## src/rtl/tbpf_pkg.sv

```systemverilog
// ----------------------------------------------------------------------------
// tbpf_pkg: shared types and constants of the background pixel fetch block
// Holds the queue entry format, register indexes and configuration bundle.
// ----------------------------------------------------------------------------
package tbpf_pkg;

	localparam int VRAM_BYTES          = 8192;
	localparam int VRAM_AW             = $clog2(VRAM_BYTES);
	localparam int SCREEN_WIDTH_DEF    = 160;
	localparam int SCREEN_HEIGHT_DEF   = 144;
	localparam int QUEUE_DEPTH_DEF     = 4;

	localparam logic [1:0]         MAP_PREFIX      = 2'b11;
	localparam logic [VRAM_AW-1:0] SIGNED_TILE_OFS = 13'h0800;
	localparam logic [7:0]         TILE_SIGN_FLIP  = 8'h80;

	localparam logic [7:0] PALETTE_RESET = 8'd228;

	typedef enum logic [2:0] {
		CFG_BG_ENABLE     = 3'd0,
		CFG_MAP_HIGH      = 3'd1,
		CFG_UNSIGNED_TILE = 3'd2,
		CFG_SCROLL_X      = 3'd3,
		CFG_SCROLL_Y      = 3'd4,
		CFG_BG_PALETTE    = 3'd5
	} cfg_idx_t;

	typedef enum logic [1:0] {
		OP_WRITE = 2'd0,
		OP_FETCH = 2'd1,
		OP_BLANK = 2'd2
	} op_kind_t;

	typedef struct packed {
		op_kind_t           kind;
		logic [VRAM_AW-1:0] addr;
		logic [7:0]         wdata;
		logic [2:0]         fine_x;
		logic [2:0]         fine_y;
	} op_t;

	typedef struct packed {
		logic       bg_enable;
		logic       map_high_select;
		logic       unsigned_tile_data;
		logic [7:0] scroll_x;
		logic [7:0] scroll_y;
		logic [7:0] bg_palette;
	} cfg_t;

	typedef struct packed {
		logic full;
		logic empty;
	} q_status_t;

endpackage

```

## src/rtl/tbpf_front.sv

```systemverilog
// ----------------------------------------------------------------------------
// tbpf_front: request intake and classification
// Sorts each request into a memory write, a fetch with its tile map address,
// or a blank pixel, and pushes it into the queue.
// ----------------------------------------------------------------------------
module tbpf_front import tbpf_pkg::*; #(
	parameter int SCREEN_WIDTH  = SCREEN_WIDTH_DEF,
	parameter int SCREEN_HEIGHT = SCREEN_HEIGHT_DEF
) (
	input  logic               in_valid,
	output logic               in_stall,
	input  logic               command,
	input  logic [VRAM_AW-1:0] vram_offset,
	input  logic [7:0]         vram_byte,
	input  logic [7:0]         screen_x,
	input  logic [7:0]         screen_y,
	input  cfg_t               cfg,
	input  q_status_t          q_status,
	output logic               push,
	output op_t                entry
);

	localparam logic [8:0] WIDTH_LIM  = 9'(SCREEN_WIDTH);
	localparam logic [8:0] HEIGHT_LIM = 9'(SCREEN_HEIGHT);

	logic [7:0] bx;
	logic [7:0] by;
	logic       off_screen;

	assign in_stall   = q_status.full;
	assign push       = in_valid && !q_status.full;
	assign bx         = screen_x + cfg.scroll_x;
	assign by         = screen_y + cfg.scroll_y;
	assign off_screen = ({1'b0, screen_x} >= WIDTH_LIM) || ({1'b0, screen_y} >= HEIGHT_LIM);

	always_comb begin
		entry.kind   = OP_FETCH;
		entry.addr   = {MAP_PREFIX, cfg.map_high_select, by[7:3], bx[7:3]};
		entry.wdata  = vram_byte;
		entry.fine_x = bx[2:0];
		entry.fine_y = by[2:0];
		if (!command) begin
			entry.kind = OP_WRITE;
			entry.addr = vram_offset;
		end else if (!cfg.bg_enable || off_screen) begin
			entry.kind = OP_BLANK;
		end
	end

endmodule

```

## config.mk

```make
export PLATFORM = sky130hd
export DESIGN_NAME = tbpf_front
export DESIGN_NICKNAME = d
export VERILOG_FILES = /design/src/rtl/tbpf_pkg.sv /design/src/rtl/tbpf_front.sv
export SDC_FILE = /design/constraint.sdc
export NUM_CORES = 1
export LEC_CHECK = 0
export ABC_AREA = 1
export BUFFER_PORTS_ARGS = -buffer_cell sky130_fd_sc_hd__buf_2
export CAP_MARGIN = 20
export CELL_PAD_IN_SITES_DETAIL_PLACEMENT = 1
export CELL_PAD_IN_SITES_GLOBAL_PLACEMENT = 2
export CORE_UTILIZATION = 15
export DETAILED_ROUTE_END_ITERATION = 8
export PLACE_DENSITY = 0.84
export SYNTH_ARGS = -nofsm -noshare
export SYNTH_HDL_FRONTEND = slang
export SYNTH_SLANG_ARGS = --single-unit
```

## constraint.sdc

```tcl
create_clock -name vclk -period 1.7
set_input_delay 0.17 -clock vclk [all_inputs]
set_output_delay 0.17 -clock vclk [all_outputs]
set_load 0.1 [all_outputs]
```

After elaboration in Yosys (flattened, before gate mapping):

Index checks and enable logic that the tools add are counted.

* magnitude comparators: 2
* $add $sub $neg: 2
* multiplexer cells: 3
* reductions and logical operators: 5

Operators by type and width (count)
* 8-bit adder: 2
* 8-bit >= comparator (second input constant): 2
* 13-bit 2-to-1 mux: 1
* 2-bit 2-to-1 mux: 2
* 1-bit zero test: 2
* 1-bit logical OR: 2
* 1-bit logical AND: 1

* output and inout bits: 31
* input port bits: 68
* word-level logic and storage cells: 12
* flip-flop bits (word level): 0

Logic depth before layout (Yosys ltp):

* depth after elaboration: 5
* mapped depth: 9
* gate-level depth less buffers: 9

Worst setup path before layout:

OpenSTA, ideal clock, no wires.

* kind: input-to-output
* start point: in screen_x[2]
* end point: out entry[14] (netlist bit)
* data required time: 1530 ps
* data arrival time: 2951 ps
* slack: -1421 ps
* buffers on the path: 0
* stages: 5
* path through: ha_1 -> a21oi_1 -> nand2_1 -> xnor2_1 -> o21ai_0

RTL lines
* start: declaration: line tbpf_front.sv:15 `input logic [7:0] screen_x,`
* end: declaration: line tbpf_front.sv:20 `output op_t entry`

==> impl_summary.md <==
Yosys
Yosys attributes the largest share of cell area to sky130_fd_sc_hd__nand2_1 (24%), sky130_fd_sc_hd__ha_1 (20%), sky130_fd_sc_hd__buf_4 (7.6%), sky130_fd_sc_hd__inv_1 (7.2%), sky130_fd_sc_hd__nand3_1 (6.8%). During synthesis, Yosys emitted a total of 0 warnings. The count of mapped cells out of synthesis is between 150 and 200. The top cell type by total area after synthesis is sky130_fd_sc_hd__nand2_1.

The number of distinct library cells after synthesis is 21. After synthesis, flip-flops and latches occupy 0% of the total area. Synthesis produced a netlist with a net count of about 240. The share of Yosys cell area claimed by the top area cell type is between 20% and 30%. The average size of a mapped cell is 5.74 um^2. The mapped cell area is 883 um^2.

Placement
The final weighted congestion in routability-driven placement is roughly 0.76. The worst setup timing slack at the placement stage is -114 ps. The placed wire-length estimate is ~2.8 mm. The number of I/O port buffers is 73. The count of placed standard cells including taps is ~300.

Layout
In the final layout, the multi-input gates occupy slightly above 900 um^2. The ratio of cells with drive above 1 in the final layout is a little over half. The number of nets in the layout is 312.

The number of filler cells placed in the layout is roughly 700. The library cell used most frequently in the layout, excluding fill and tap cells, is sky130_fd_sc_hd__buf_2. The synthesis-to-finish area growth is 104%. Counting the clock-network buffers in the layout gives 0.

The library cells used most frequently in the layout, excluding fill and tap cells, are sky130_fd_sc_hd__buf_2 (52), sky130_fd_sc_hd__nand2_1 (45), sky130_fd_sc_hd__buf_12 (18). The final antenna diode count is 0. The utilization after layout is between 30% and 40%. The sequential cell count of the final layout is 0.

The finished layout holds roughly 300 standard cells, fillers aside. Across the whole layout, storage elements account for 0 um^2.

Detailed routing
The final routed wirelength across all metal layers is 3.08 mm. The average via count per standard cell is 4.04. The mean routed wirelength per cell is approximately 10 um. The iteration count of the initial detailed-routing pass is 4. The number of routed nets with antenna violations is 0. The detailed router finished its first iteration with 28 violations. The total vias in the final route is approximately 1,200.

In the routed design, unresolved DRC markers number 0.

Global route
The pin count of the biggest net entering global routing is 12. The wire length of the first global-routing pass is approximately 5.3 mm. The combined global-route utilization of all metal layers is 10.1%. The initial antenna violation count came to 0. The residual overflow from global routing is 0. The via count of the first global-routing pass is 1,243.

Power and ir drop
The cell leakage power is about 0.94 nW. The worst supply voltage drop on vdd is between 0.0002 and 0.00025 V. For this design the ratio of total power to cell area is around 620 nW/um^2.

Setup path
The kind of end point of the critical path is an output port. The required time at the endpoint of the critical path is approximately 1500 ps. Data arrives at the worst endpoint at about 1500 ps. The critical path class is input pin to output port.

The startpoint type of the worst setup path is an input pin. The highest net fanout along the worst path is 2.

Die
The floorplan step defined a die boundary enclosing between 6000 and 7000 um^2. The initial core utilization is between 10% and 20%. After floorplanning, the core was divided into 27 placement rows. Measured along the y axis, the die boundary spans between 70 and 80 um. The placeable core area is around 5600 um^2. The die width is 78.7 um.

Pin placement for this block handled 99 I/O pins.

Clock tree
The number of hold-repair buffers added at the cts stage is 0.

Timing
The worst setup slack after layout is about 25 ps. In the final timing run, aggregate negative setup slack is 0 ps. Subtracting the final worst setup slack from the clock period gives around 1700 ps. Measured against its own limit, the worst slew margin works out to between 60% and 70%. The number of hold violations in the final report came to 0. The highest attainable clock frequency is 597 MHz. Setup repair after global routing could not meet its margin everywhere. The portion of the clock cycle consumed by the worst path in the final layout is 98.5%. Setup violations remaining at the end of the flow were counted as 0.

At the pin with the least slew margin, the transition time is around 510 ps. The count of final max-slew check failures is 0.

Worst hold path
The worst hold path belongs to the class input pin to output port.

Flow run
The tool flagged a number of max-cap violations equal to 0.

Outcome
The flow ran to the end, and the final reports show no timing, DRC or antenna violations.
==> critical path, cell delays in order <==
cell and delay [ps]:
sky130_fd_sc_hd__buf_6 100, sky130_fd_sc_hd__ha_4 160, sky130_fd_sc_hd__fa_2 360, sky130_fd_sc_hd__nand2_1 70, sky130_fd_sc_hd__nand2_1 70, sky130_fd_sc_hd__and2_4 140, sky130_fd_sc_hd__nand2_2 50, sky130_fd_sc_hd__nand2_2 60
sky130_fd_sc_hd__o21ai_4 140, sky130_fd_sc_hd__buf_12 190
==> final timing paths <==
| kind | slack, ps | depth (start not counted) | endpoint | from |
|---|---|---|---|---|
| min | 340 | 0 | entry[6] | vram_byte[0] |
| max | 30 | 10 | entry[20] | cfg[8] |
==> through the flow <==
stage / hold WS [ps] / total power, mW / area [um^2]
5_1_grt: 340 / 1.19 / 1800
3_5_place_dp: 341 / 1.10 / 1700
6_report: 340 / 1.12 / 1800
2_1_floorplan: 552 / 0.824 / 998
4_1_cts: 341 / 1.11 / 1720
3_3_place_gp: 341 / 1.09 / 1700
==> final cells by class <==
cell class | count | share of cell area (%)
inverter | 17 | 3.54
multi-input combinational | 126 | 50.8
tap | 72 | 5.00
timing repair buffer | 83 | 40.7
==> synthesized netlist by cell type, drive strengths merged <==
cell type,n
a21oi,6
and2,2
buf,10
clkbuf,1
fa,2
ha,14
inv,17
nand2,59
nand3,12
nand3b,4
nor2,9
nor3,2
o21a,1
o21ai,5
or2,4
xnor2,4
xor2,2
==> where the power goes <==
part           switching [mW]  internal [mW]  total [mW]
Combinational           0.712          0.411        1.12
Sequential                  0              0           0
Clock                       0              0           0
Total                   0.712          0.411        1.12
==> kinds of logic (layout without fill, tap and decap cells) <==
family,after synthesis,after routing,share of synthesized area (%)
and+or+nand+nor,92,92,45.6
buffers and inverters,28,100,17.0
adders and majority gates,16,16,24.4
AOI/OAI and AO/OA,12,12,7.08
xor gates and xnor gates,6,6,5.95
==> per-layer routing <==
layer | global-route usage, % | routed length, um
met2 | 21.5 | 1790
met4 | 0.185 | 6
met5 | 0 | 0
met1 | 11.3 | 1150
met3 | 0.230 | 136
==> what timing repair did <==
action,in CTS,in global routing
resized for setup,4,16
buffers inserted,1,1
pin swaps,7,11
endpoints found under the setup margin,4,9
(Power assumes the default switching activity.)
