--- config.mk ---
export PLATFORM = sky130hd
export DESIGN_NAME = tbpf_queue
export DESIGN_NICKNAME = d
export VERILOG_FILES = /design/src/rtl/tbpf_pkg.sv /design/src/rtl/tbpf_queue.sv
export SDC_FILE = /design/constraint.sdc
export NUM_CORES = 1
export LEC_CHECK = 0
export BUFFER_PORTS_ARGS = -buffer_cell sky130_fd_sc_hd__buf_2
export CAP_MARGIN = 20
export CORE_MARGIN = 2
export CORE_UTILIZATION = 56
export CTS_CLUSTER_DIAMETER = 200
export DETAILED_ROUTE_END_ITERATION = 6
export GPL_TIMING_DRIVEN = 0
export HOLD_SLACK_MARGIN = 0.08
export PLACE_DENSITY = 0.76
export SKIP_CTS_REPAIR_TIMING = 1
export SLEW_MARGIN = 30
export SYNTH_ARGS = -nofsm -noshare
export SYNTH_HDL_FRONTEND = slang
export SYNTH_SLANG_ARGS = --single-unit
--- constraint.sdc ---
create_clock -name clk -period 2.3 [get_ports clk]
set_clock_uncertainty 0.1 [all_clocks]
set_input_delay 0.345 -clock clk [delete_from_list [all_inputs] [get_ports clk]]
set_output_delay 0.345 -clock clk [all_outputs]
set_load 0.02 [all_outputs]
--- src/rtl/tbpf_pkg.sv ---
// ----------------------------------------------------------------------------
// tbpf_pkg: shared types and constants of the background pixel fetch block
// Holds the queue entry format, register indexes and configuration bundle.
// ----------------------------------------------------------------------------
package tbpf_pkg;

	localparam int VRAM_BYTES          = 8192;
	localparam int VRAM_AW             = $clog2(VRAM_BYTES);
	localparam int SCREEN_WIDTH_DEF    = 160;
	localparam int SCREEN_HEIGHT_DEF   = 144;
	localparam int QUEUE_DEPTH_DEF     = 4;

	localparam logic [1:0]         MAP_PREFIX      = 2'b11;
	localparam logic [VRAM_AW-1:0] SIGNED_TILE_OFS = 13'h0800;
	localparam logic [7:0]         TILE_SIGN_FLIP  = 8'h80;

	localparam logic [7:0] PALETTE_RESET = 8'd228;

	typedef enum logic [2:0] {
		CFG_BG_ENABLE     = 3'd0,
		CFG_MAP_HIGH      = 3'd1,
		CFG_UNSIGNED_TILE = 3'd2,
		CFG_SCROLL_X      = 3'd3,
		CFG_SCROLL_Y      = 3'd4,
		CFG_BG_PALETTE    = 3'd5
	} cfg_idx_t;

	typedef enum logic [1:0] {
		OP_WRITE = 2'd0,
		OP_FETCH = 2'd1,
		OP_BLANK = 2'd2
	} op_kind_t;

	typedef struct packed {
		op_kind_t           kind;
		logic [VRAM_AW-1:0] addr;
		logic [7:0]         wdata;
		logic [2:0]         fine_x;
		logic [2:0]         fine_y;
	} op_t;

	typedef struct packed {
		logic       bg_enable;
		logic       map_high_select;
		logic       unsigned_tile_data;
		logic [7:0] scroll_x;
		logic [7:0] scroll_y;
		logic [7:0] bg_palette;
	} cfg_t;

	typedef struct packed {
		logic full;
		logic empty;
	} q_status_t;

endpackage

--- src/rtl/tbpf_queue.sv ---
// ----------------------------------------------------------------------------
// tbpf_queue: short request queue between intake and execution
// A small circular buffer of classified requests.
// ----------------------------------------------------------------------------
module tbpf_queue import tbpf_pkg::*; #(
	parameter int DEPTH = QUEUE_DEPTH_DEF
) (
	input  logic      clk,
	input  logic      arst_n,
	input  logic      push,
	input  op_t       push_entry,
	input  logic      pop,
	output op_t       head,
	output q_status_t q_status
);

	localparam int PTR_W = (DEPTH > 1) ? $clog2(DEPTH) : 1;
	localparam int CNT_W = $clog2(DEPTH + 1);
	localparam logic [PTR_W-1:0] LAST_PTR = PTR_W'(DEPTH - 1);
	localparam logic [CNT_W-1:0] FULL_CNT = CNT_W'(DEPTH);

	op_t              entries_q [DEPTH];
	logic [PTR_W-1:0] wr_ptr_q;
	logic [PTR_W-1:0] rd_ptr_q;
	logic [CNT_W-1:0] count_q;

	assign head           = entries_q[rd_ptr_q];
	assign q_status.full  = (count_q == FULL_CNT);
	assign q_status.empty = (count_q == '0);

	always_ff @(posedge clk) begin
		if (push) begin
			entries_q[wr_ptr_q] <= push_entry;
		end
	end

	always_ff @(posedge clk or negedge arst_n) begin
		if (!arst_n) begin
			wr_ptr_q <= '0;
			rd_ptr_q <= '0;
			count_q  <= '0;
		end else begin
			if (push) begin
				wr_ptr_q <= (wr_ptr_q == LAST_PTR) ? '0 : wr_ptr_q + 1'b1;
			end
			if (pop) begin
				rd_ptr_q <= (rd_ptr_q == LAST_PTR) ? '0 : rd_ptr_q + 1'b1;
			end
			if (push && !pop) begin
				count_q <= count_q + 1'b1;
			end else if (pop && !push) begin
				count_q <= count_q - 1'b1;
			end
		end
	end

endmodule

# == Word level (Yosys, flattened, before mapping) ==
# Memory sizes are Yosys's and may differ from the RTL's.
# Index checks and enable logic that the tools add are counted.
# word_totals
ff_bits,7
ram_bits,116
in_bits,33
output_inout_bits,31
word_cells,23
memories,1
# mem_list
memory,depth,word_bits,read_ports,rd_ports_with_merged_regs,wr,line,source
entries_q,4,29,1,0,1,tbpf_queue.sv:22,op_t entries_q [DEPTH];
# op_classes
addsub,4
n_eq_ne,3
muxes,6
n_reduce_logical,6
# ops
cell,n
two-way mux 3 bit,2
"adder 2 x 1 -> 2 bit, second input constant",2
"equality test 2 bit, second input constant",2
two-way mux 2 bit,2
"adder 3 x 1 -> 3 bit, second input constant",1
"equality test 3 bit, second input constant",1
logical NOT 3 bit,1
"subtractor 3 x 1 -> 3 bit, second input constant",1
logical AND 1 bit,2
logical NOT 1 bit,2
two-way mux 1 bit,2
nonzero test 2 bit,1

# == Depth between registers and ports, before layout ==
# Gate-level depths: netlist of run 1.
# depth
word_depth,4
depth_mapped,7
depth_no_buf,7

# == Worst setup path before layout of run 1 ==
# OpenSTA, ideal clock, no wires.
# synth_path
path_type,flip-flop to flip-flop
from,reg wr_ptr_q[0]
to,"mem entries_q[2][0] (netlist name), enable pin"
setup_ns,0.389
arrival_ns,1.340
required_ns,1.811
setup_slack_ns,0.471
path_stages_with_launch,4
path_buffers,0
period_less_slack_ns,1.829
path_cell_list,dfrtp_1 -> inv_1 -> ha_1 -> and2_1
# synth_lines
item,line,source
"start, declared",tbpf_queue.sv:23,logic [PTR_W-1:0] wr_ptr_q;
"start signal, assigned",tbpf_queue.sv:44,wr_ptr_q <= (wr_ptr_q == LAST_PTR) ? '0 : wr_ptr_q + 1'b1;
"end, declared",tbpf_queue.sv:22,
# Straight into the memory's write port.

==> results of run 1 <==
[registers in the layout, indices dropped and copies added, names as in the netlist]
signal / cells
count_q: 3
entries_q: 116
rd_ptr_q: 2
wr_ptr_q: 2
[how the worst min path moves through the flow]
stage	cells past startpoint	slack, ns	endpoint	startpoint
5_1_grt	2	0.1	wr_ptr_q[1]	arst_n
3_5_place_dp	1	0.09	count_q[2]	arst_n
6_report	2	0.10	count_q[1]	arst_n
3_3_place_gp	1	0.09	count_q[2]	arst_n
2_1_floorplan	0	-0.05	count_q[0]	arst_n
4_1_cts	1	-0.45	count_q[0]	arst_n
[kinds of logic after synthesis]
logic type	Yosys count	share of synthesized area
xor+xnor	3	0.00572
buf+inv	10	0.0136
compound gates	3	0.00381
fa+ha+maj	7	0.0207
mux	31	0.148
flops	123	0.796
simple gates	11	0.0125
[cell usage after synthesis, types with 2 or more instances]
library cell,instances,area share
ha_1,6,0.016
nor2_1,2,0.0016
nand2_1,2,0.0016
mux2_2,2,0.0049
nor3_1,2,0.0022
buf_2,2,0.0022
buf_6,3,0.0073
inv_1,4,0.0033
edfxtp_1,116,0.76
xor2_1,2,0.0038
o21ai_0,2,0.0022
and2_1,4,0.0054
dfrtp_1,7,0.038
mux4_2,28,0.14
[cell usage in the layout, fill, tap and decap left out, drive strengths merged]
master,netlist,layout
xnor2,1,1
nor3b,1,1
and2,4,4
dlygate4sd3,0,32
xor2,2,2
buf,5,73
nand2,2,2
nor2,2,2
ha,6,6
clkinvlp,0,2
inv,4,4
nor3,2,2
fa,1,1
clkbuf,1,19
bufinv,0,3
mux4,29,29
mux2,2,2
o21ai,2,2
clkinv,0,9
dfrtp,7,7
a21o,1,1
edfxtp,116,116
[through the flow]
stage	utilization	instances
floorplan	-	188
global placement	0.623	356
detailed placement	0.637	360
CTS	0.708	392
global route	0.749	425
finish	0.749	425
[metal layers]
layer / GRT usage / vias up
li1: - / 1033
met1: 0.270 / 1221
met2: 0.307 / 79
met3: 0.0630 / 6
met4: 0.0749 / 0
met5: 0 / -
[report_power, final]
| group | internal, mW | switching [mW] | leakage [nW] |
|---|---|---|---|
| clock network | 1.63 | 0.909 | 0.277 |
| registers | 2.89 | 0.152 | 1.15 |
| logic | 1.01 | 1.23 | 0.775 |
| total | 5.53 | 2.29 | 2.20 |
[layout make-up]
class | count | area (um^2) | share of cell area
sequential | 123 | 3660 | 0.603
multi-input combinational | 55 | 877 | 0.145
clock inverter | 14 | 154 | 0.0254
buffer | 6 | 56.3 | 0.00928
tap | 105 | 131 | 0.0217
clock buffer | 18 | 418 | 0.0689
timing repair buffer | 100 | 753 | 0.124
inverter | 4 | 15.0 | 0.00248
==> impl_metrics.yaml, run 1 <==
power_and_ir_drop:
  leakagePower_nw: 2.20
  ir_worst_vdd_mv: 0.681
  power.density_nw_per_um2: 1290
  p_total_mw: 7.82
clock_network:
  cts_buffer_depth: 2
  cts_sinks: 123
  clk_pin_slew_ns: 0.06
  cts_tree: "done"
  worstSkewPairLatency_ns: 0.50
  cts_htree_levels: 4
  cts_made_buffers: 17
  cts_root_buf: "clkbuf_8"
grt:
  grt_overflow_total: 0
  grt_pass1_wl_um: 12300
  antenna_found_initial: 0
  grt_pass1_vias: 2266
  grt_max_degree: 21
  track_usage: 0.199
placed_design:
  dp_hpwl_um: 4710
  gp_congestion: 0.651
  portBuffers: 63
  dp_slack_ns: 0.378
  placed_area_um2: 5160
cells_and_area:
  final_area_um2: 6060
  drive_gt1_frac: 0.431
  antenna_cells_inserted: 0
  nets: 347
  fillers: 472
  syn2layout_area_growth_pct: 31.9
critical_path:
  path_delay_family: "multiplexers"
  crit_type: "reg2out"
  critical-path-slowest-cell: "mux4_2"
  rr_endpoint: "entries_q[0][24]"
  crit_buf_inv: 2
  crit_required_ns: 1.86
  crit_cells: 3
  reg2regPathDepth: 4
  cp_max_fo: 10
  worstSetupStartpoint: "rd_ptr_q[0]"
  crit_chain: "buf_8 -> mux4_2 -> buf_2"
  timing.rr.start: "wr_ptr_q[0]"
  critPathArrivalTime_ns: 1.88
  cpPeakStageDelay_ns: 0.54
  critPathLaunchType: "register"
  setup.worst_path.end: "head[26]"
  crit_path_end_kind: "output pin"
  ff2ff_setup_slack_ns: 0.49
synth:
  synth_nets: 228
  synth_cell_types: 20
  ys_seq_elements: 123
  seq_area_frac_synth: 0.796
  yosysWarnings: 0
  syn_avg_cell_area_um2: 24.5
  synthArstFlopShare: 0.0569
  syn_area_um2: 4600
  synth_cells: 188
  synth_ff_type: "edfxtp_1"
  synth_edf_count: 116
route:
  wl_met1_um: 3640
  drt_iter0_drc: 189
  dr_total_vias: 2339
  drtPass1Iterations: 4
  top_layer: "met4"
  wl_met3_um: 380
  post-route-drc-count: 0
  wl_per_cell_um: 19.7
  met2WireLength_um: 4310
  ant_nets: 0
  vias_per_cell: 5.50
  wl_um: 8370
floorplanning:
  core_area_um2: 8090
  pin_count: 64
  die_h_um: 94.6
  initial_utilization: 0.568
  die_x_um: 94.6
  floorplan.die_area_um2: 8950
  core.rowCount: 33
timing:
  fin_setup_tns_ns: -0.0475
  finalMaxSlewViolations: 0
  slew_headroom: 0.681
  setup_viol: 6
  rsz0062_at_grt: "true"
  fin_crit_sh: 1.01
  fmax_mhz: 431
  period_needed_ns: 2.32
  fin_hold_ws_ns: 0.105
  hold_viol: 0
  setup_ws_ns: -0.0226
  tightest_slew_ns: 0.479
min_path:
  hp-class: "in2async"
job:
  drv_cap: 0
run_status:
  violations: "setup timing"
  outcome: "complete, but fails checks"
(Power assumes the default switching activity.)
==> run 2: changes to the inputs <==
--- a/config.mk
+++ b/config.mk
@@ -5,8 +5,10 @@
 export SDC_FILE = /design/constraint.sdc
 export NUM_CORES = 1
 export LEC_CHECK = 0
+export ABC_CLOCK_PERIOD_IN_PS = 2300
 export BUFFER_PORTS_ARGS = -buffer_cell sky130_fd_sc_hd__buf_2
 export CAP_MARGIN = 20
+export CORE_ASPECT_RATIO = 0.5
 export CORE_MARGIN = 2
 export CORE_UTILIZATION = 56
 export CTS_CLUSTER_DIAMETER = 200
==> run 2 against run 1 <==
Register-to-register slack better by 0.05 ns. Combinational power about the same. Sequential share of layout area increased by 0.71 points. Highest routed layer unchanged. Cell area shrank 1.2%. Wire length rose by 9.2%. Worst setup slack improved by 0.070 ns. Die area up 0.49%. Global-route usage is 1.7 points higher. Core utilization up 0.26 points. The run now ends clean. Cell count grew 0.71%.
==> impl_metrics.yaml, run 2 (same netlist as run 1, synthesis figures left out) <==
floorplanning:
  core_area_um2: 7970
  core.rowCount: 23
  die_x_um: 132
  floorplan.die_area_um2: 8990
  die_h_um: 68.1
  pin_count: 64
  initial_utilization: 0.577
power_and_ir_drop:
  p_total_mw: 7.63
  leakagePower_nw: 2.17
  ir_worst_vdd_mv: 0.902
  power.density_nw_per_um2: 1270
route:
  wl_per_cell_um: 21.4
  post-route-drc-count: 0
  drtPass1Iterations: 5
  drt_iter0_drc: 246
  vias_per_cell: 5.44
  dr_total_vias: 2327
  wl_um: 9140
  ant_nets: 0
cells_and_area:
  syn2layout_area_growth_pct: 30.4
  largestRegisters: "entries_q: 116 flops, count_q: 3 flops"
  final_cell_mix: "edfxtp_1 (116), buf_2 (65), dlygate4sd3_1 (30), mux4_2 (28), clkbuf_16 (17)"
  antenna_cells_inserted: 0
  final_area_um2: 5990
  nets: 344
  fin_cells: 428
  layout_commonest_cell: "edfxtp_1"
  drive_gt1_frac: 0.421
  largest_reg_flops: 116
  regMostFlops: "entries_q"
timing:
  finalMaxSlewViolations: 0
  tightest_slew_ns: 0.468
  rsz0062_at_grt: "true"
  period_needed_ns: 2.25
  setup_ws_ns: 0.0479
  setup_viol: 0
  slew_headroom: 0.688
  hold_viol: 0
  fin_crit_sh: 0.979
  fmax_mhz: 444
placed_design:
  dp_slack_ns: 0.311
  gp_congestion: 0.618
  placedCellCount: 367
  portBuffers: 63
  placed_area_um2: 5170
  dp_hpwl_um: 5130
critical_path:
  crit_buf_inv: 2
  path_delay_family: "multiplexers"
  cp_max_fo: 10
  critPathLaunchType: "register"
  critPathArrivalTime_ns: 1.81
  crit_required_ns: 1.86
  crit_path_end_kind: "output pin"
  crit_type: "reg2out"
  crit_chain: "buf_6 -> mux4_2 -> buf_2"
  critical-path-slowest-cell: "mux4_2"
  cpPeakStageDelay_ns: 0.55
min_path:
  hp-class: "in2reg"
clock_network:
  cts_htree_levels: 4
  cts_sinks: 123
  cts_tree: "done"
  cts_made_buffers: 17
  cts_root_buf: "clkbuf_16"
  cts_buffer_depth: 2
  worstSkewPairLatency_ns: 0.41
  clk_pin_slew_ns: 0.05
run_status:
  outcome: "finished, final reports clean"
grt:
  antenna_found_initial: 0
  track_usage: 0.216
  grt_max_degree: 18
  grt_pass1_vias: 2264
  grt_overflow_total: 0
  grt_pass1_wl_um: 13000
job:
  drv_cap: 0
[run 2: cell types whose count changed in the layout (fill, tap and decap cells not counted), sizes merged]
cell / change
clkinvlp: -1
bufinv: -2
clkinv: +1
clkbuf: +1
buf: -1
dlygate4sd3: -2
[run 2: layout make-up]
type | instances | area [um^2]
multi-input cells | 55 | 881
clock buffers | 19 | 433
fillers | 433 | 1980
clock inverters | 12 | 82.6
well taps | 112 | 140
inverters | 4 | 15.0
repair buffers | 97 | 726
flip-flops and latches | 123 | 3660
plain buffers | 6 | 57.6
[run 2: power by group]
part,internal (mW),total [mW],switching (mW)
combinational,1.00,2.26,1.26
sequential,2.89,3.06,0.167
clock,1.44,2.31,0.866
total,5.34,7.63,2.29
[run 2: worst reg2reg max path, delay by kind of cell (launching register included)]
| kind | cells | cell delay, ns |
|---|---|---|
| buffers and inverters | 2 | 0.34 |
| flip-flops | 1 | 0.42 |
| adder cells (fa/ha/maj) | 1 | 0.16 |
| AND/OR/NAND/NOR | 1 | 0.44 |
[run 2: path summary, 6_finish.rpt]
check | from | end | slack, ns | cells after the start
min in group asynchronous | arst_n | wr_ptr_q[1] | 0.21 | 2
max | rd_ptr_q[0] | head[1] | 0.05 | 3
min reg2reg | count_q[2] | count_q[2] | 0.42 | 1
max in group asynchronous | arst_n | rd_ptr_q[0] | 1.72 | 2
max reg2reg | wr_ptr_q[0] | entries_q[0][28] | 0.54 | 4
min | pop | rd_ptr_q[1] | 0.11 | 2
[run 2: metrics by stage]
step	TNS [ns]	hold slack, ns	utilization
floorplan	0	-0.0506	-
finish	0	0.107	0.752
global placement	0	0.0792	0.634
detailed placement	0	0.0884	0.648
global route	-0.0493	0.103	0.752
CTS	-1.20	-0.356	0.713
[run 2: layer usage]
metal	global-route usage	vias to the layer above	wire length, um
met3	0.0756	8	492
met5	0	-	0
met1	0.280	1205	3890
met2	0.346	82	4650
met4	0.0897	0	108
li1	-	1032	-
==> run 3: changes to the inputs <==
--- a/config.mk
+++ b/config.mk
@@ -10,12 +10,12 @@
 export CAP_MARGIN = 20
 export CORE_ASPECT_RATIO = 0.5
 export CORE_MARGIN = 2
-export CORE_UTILIZATION = 56
+export CORE_UTILIZATION = 40
 export CTS_CLUSTER_DIAMETER = 200
 export DETAILED_ROUTE_END_ITERATION = 6
 export GPL_TIMING_DRIVEN = 0
 export HOLD_SLACK_MARGIN = 0.08
-export PLACE_DENSITY = 0.76
+export PLACE_DENSITY = 0.57
 export SKIP_CTS_REPAIR_TIMING = 1
 export SLEW_MARGIN = 30
 export SYNTH_ARGS = -nofsm -noshare
==> run 3 against run 2 <==
Total power barely moved. Wire length is 14% lower. First-iteration DRC count shrank 51%. Combinational power shrank 3%. Global-route usage is 7.8 points lower.
==> impl_metrics.yaml, run 3 (same netlist as run 1, synthesis figures left out) <==
critical_path:
  critPathLaunchType: "register"
  crit_type: "reg2out"
  timing.rr.start: "wr_ptr_q[0]"
  reg2regPathDepth: 4
  crit_buf_inv: 2
  path_delay_family: "multiplexers"
  crit_chain: "buf_6 -> mux4_2 -> buf_2"
  crit_required_ns: 1.86
  ff2ff_setup_slack_ns: 0.58
  cpPeakStageDelay_ns: 0.53
  worstSetupStartpoint: "rd_ptr_q[0]"
  rr_endpoint: "entries_q[2][10]"
  setup.worst_path.end: "head[20]"
  cp_max_fo: 10
  critical-path-slowest-cell: "mux4_2"
  crit_cells: 3
  crit_path_end_kind: "output pin"
  critPathArrivalTime_ns: 1.74
route:
  post-route-drc-count: 0
  vias_per_cell: 4.80
  wl_per_cell_um: 17.1
  drt_iter0_drc: 120
  wl_um: 7890
  ant_nets: 0
  dr_total_vias: 2218
  drtPass1Iterations: 4
timing:
  fin_crit_sh: 0.950
  rsz0062_at_grt: "false"
  setup_viol: 0
  hold_viol: 0
  fmax_mhz: 458
  period_needed_ns: 2.19
  slew_headroom: 0.679
  fin_hold_ws_ns: 0.122
  finalMaxSlewViolations: 0
  tightest_slew_ns: 0.481
floorplanning:
  floorplan.die_area_um2: 12400
  core_area_um2: 11100
  initial_utilization: 0.415
  die_h_um: 79.8
  core.rowCount: 27
  pin_count: 64
  die_x_um: 156
clock_network:
  worstSkewPairLatency_ns: 0.39
  clk_pin_slew_ns: 0.05
  cts_htree_levels: 4
  cts_tree: "done"
  cts_root_buf: "clkbuf_16"
  cts_sinks: 123
  cts_buffer_depth: 2
  cts_made_buffers: 17
cells_and_area:
  final_area_um2: 6060
  largestRegisters: "entries_q: 116 flops, count_q: 3 flops"
  fin_cells: 462
  drive_gt1_frac: 0.418
  layout_commonest_cell: "edfxtp_1"
  nets: 344
  final_cell_mix: "edfxtp_1 (116), buf_2 (65), dlygate4sd3_1 (30), mux4_2 (28), clkbuf_16 (17)"
  largest_reg_flops: 116
  final_util: 0.547
  regMostFlops: "entries_q"
  syn2layout_area_growth_pct: 31.7
placed_design:
  portBuffers: 63
  dp_hpwl_um: 5030
  placed_area_um2: 5210
  gp_congestion: 0.697
  placedCellCount: 400
grt:
  grt_max_degree: 17
  grt_pass1_vias: 2282
  antenna_found_initial: 1
  grt_pass1_wl_um: 12100
  track_usage: 0.138
  grt_overflow_total: 0
power_and_ir_drop:
  leakagePower_nw: 2.17
  ir_worst_vdd_mv: 0.656
  power.density_nw_per_um2: 1260
min_path:
  hp-class: "in2reg"
job:
  drv_cap: 0
run_status:
  outcome: "finished, final reports clean"
==> run 3: layer usage <==
layer | share of wire | global-route usage
met5 | 0 | 0
met4 | 0.0099 | 0.0587
met3 | 0.053 | 0.0565
met2 | 0.49 | 0.217
met1 | 0.45 | 0.170
==> run 3: worst min-delay path by stage <==
stage           start          end  depth (start not counted)
2_1_floorplan  arst_n   count_q[0]                          0
3_3_place_gp   arst_n   count_q[0]                          1
3_5_place_dp   arst_n   count_q[1]                          1
4_1_cts        arst_n  wr_ptr_q[0]                          1
5_1_grt           pop  rd_ptr_q[1]                          2
6_report          pop  rd_ptr_q[1]                          2
==> run 3: worst register-to-register path, delay by kind of cell, from the launching register on <==
family,cells,cell delay [ns]
and+or+nand+nor,1,0.43
buffers and inverters,2,0.33
adders and majority gates,1,0.14
DFF,1,0.41
==> run 3: per-stage QoR <==
step / setup WS [ns] / TNS [ns] / power (mW)
after floorplan: 0.471 / 0 / 4.51
after global placement: -0.0876 / -6.46 / 5.12
after detailed placement: 0.323 / 0 / 5.27
after CTS: -0.107 / -0.854 / 7.71
after global routing: 0.0376 / 0 / 7.98
final: 0.115 / 0 / 7.63
==> run 3: layout make-up <==
class | instances | area, um^2
flip-flops and latches | 123 | 3660
clock buffers | 21 | 440
clock inverters | 10 | 101
multi-input cells | 55 | 881
repair buffers | 97 | 726
well taps | 145 | 181
plain buffers | 6 | 48.8
diodes | 1 | 2.50
inverters | 4 | 15.0
fillers | 864 | 5020
==> run 3: power breakdown <==
group	total [mW]	internal (mW)	leakage [nW]	switching (mW)
registers	3.02	2.89	1.15	0.132
clock network	2.42	1.57	0.259	0.853
logic	2.19	0.979	0.763	1.21
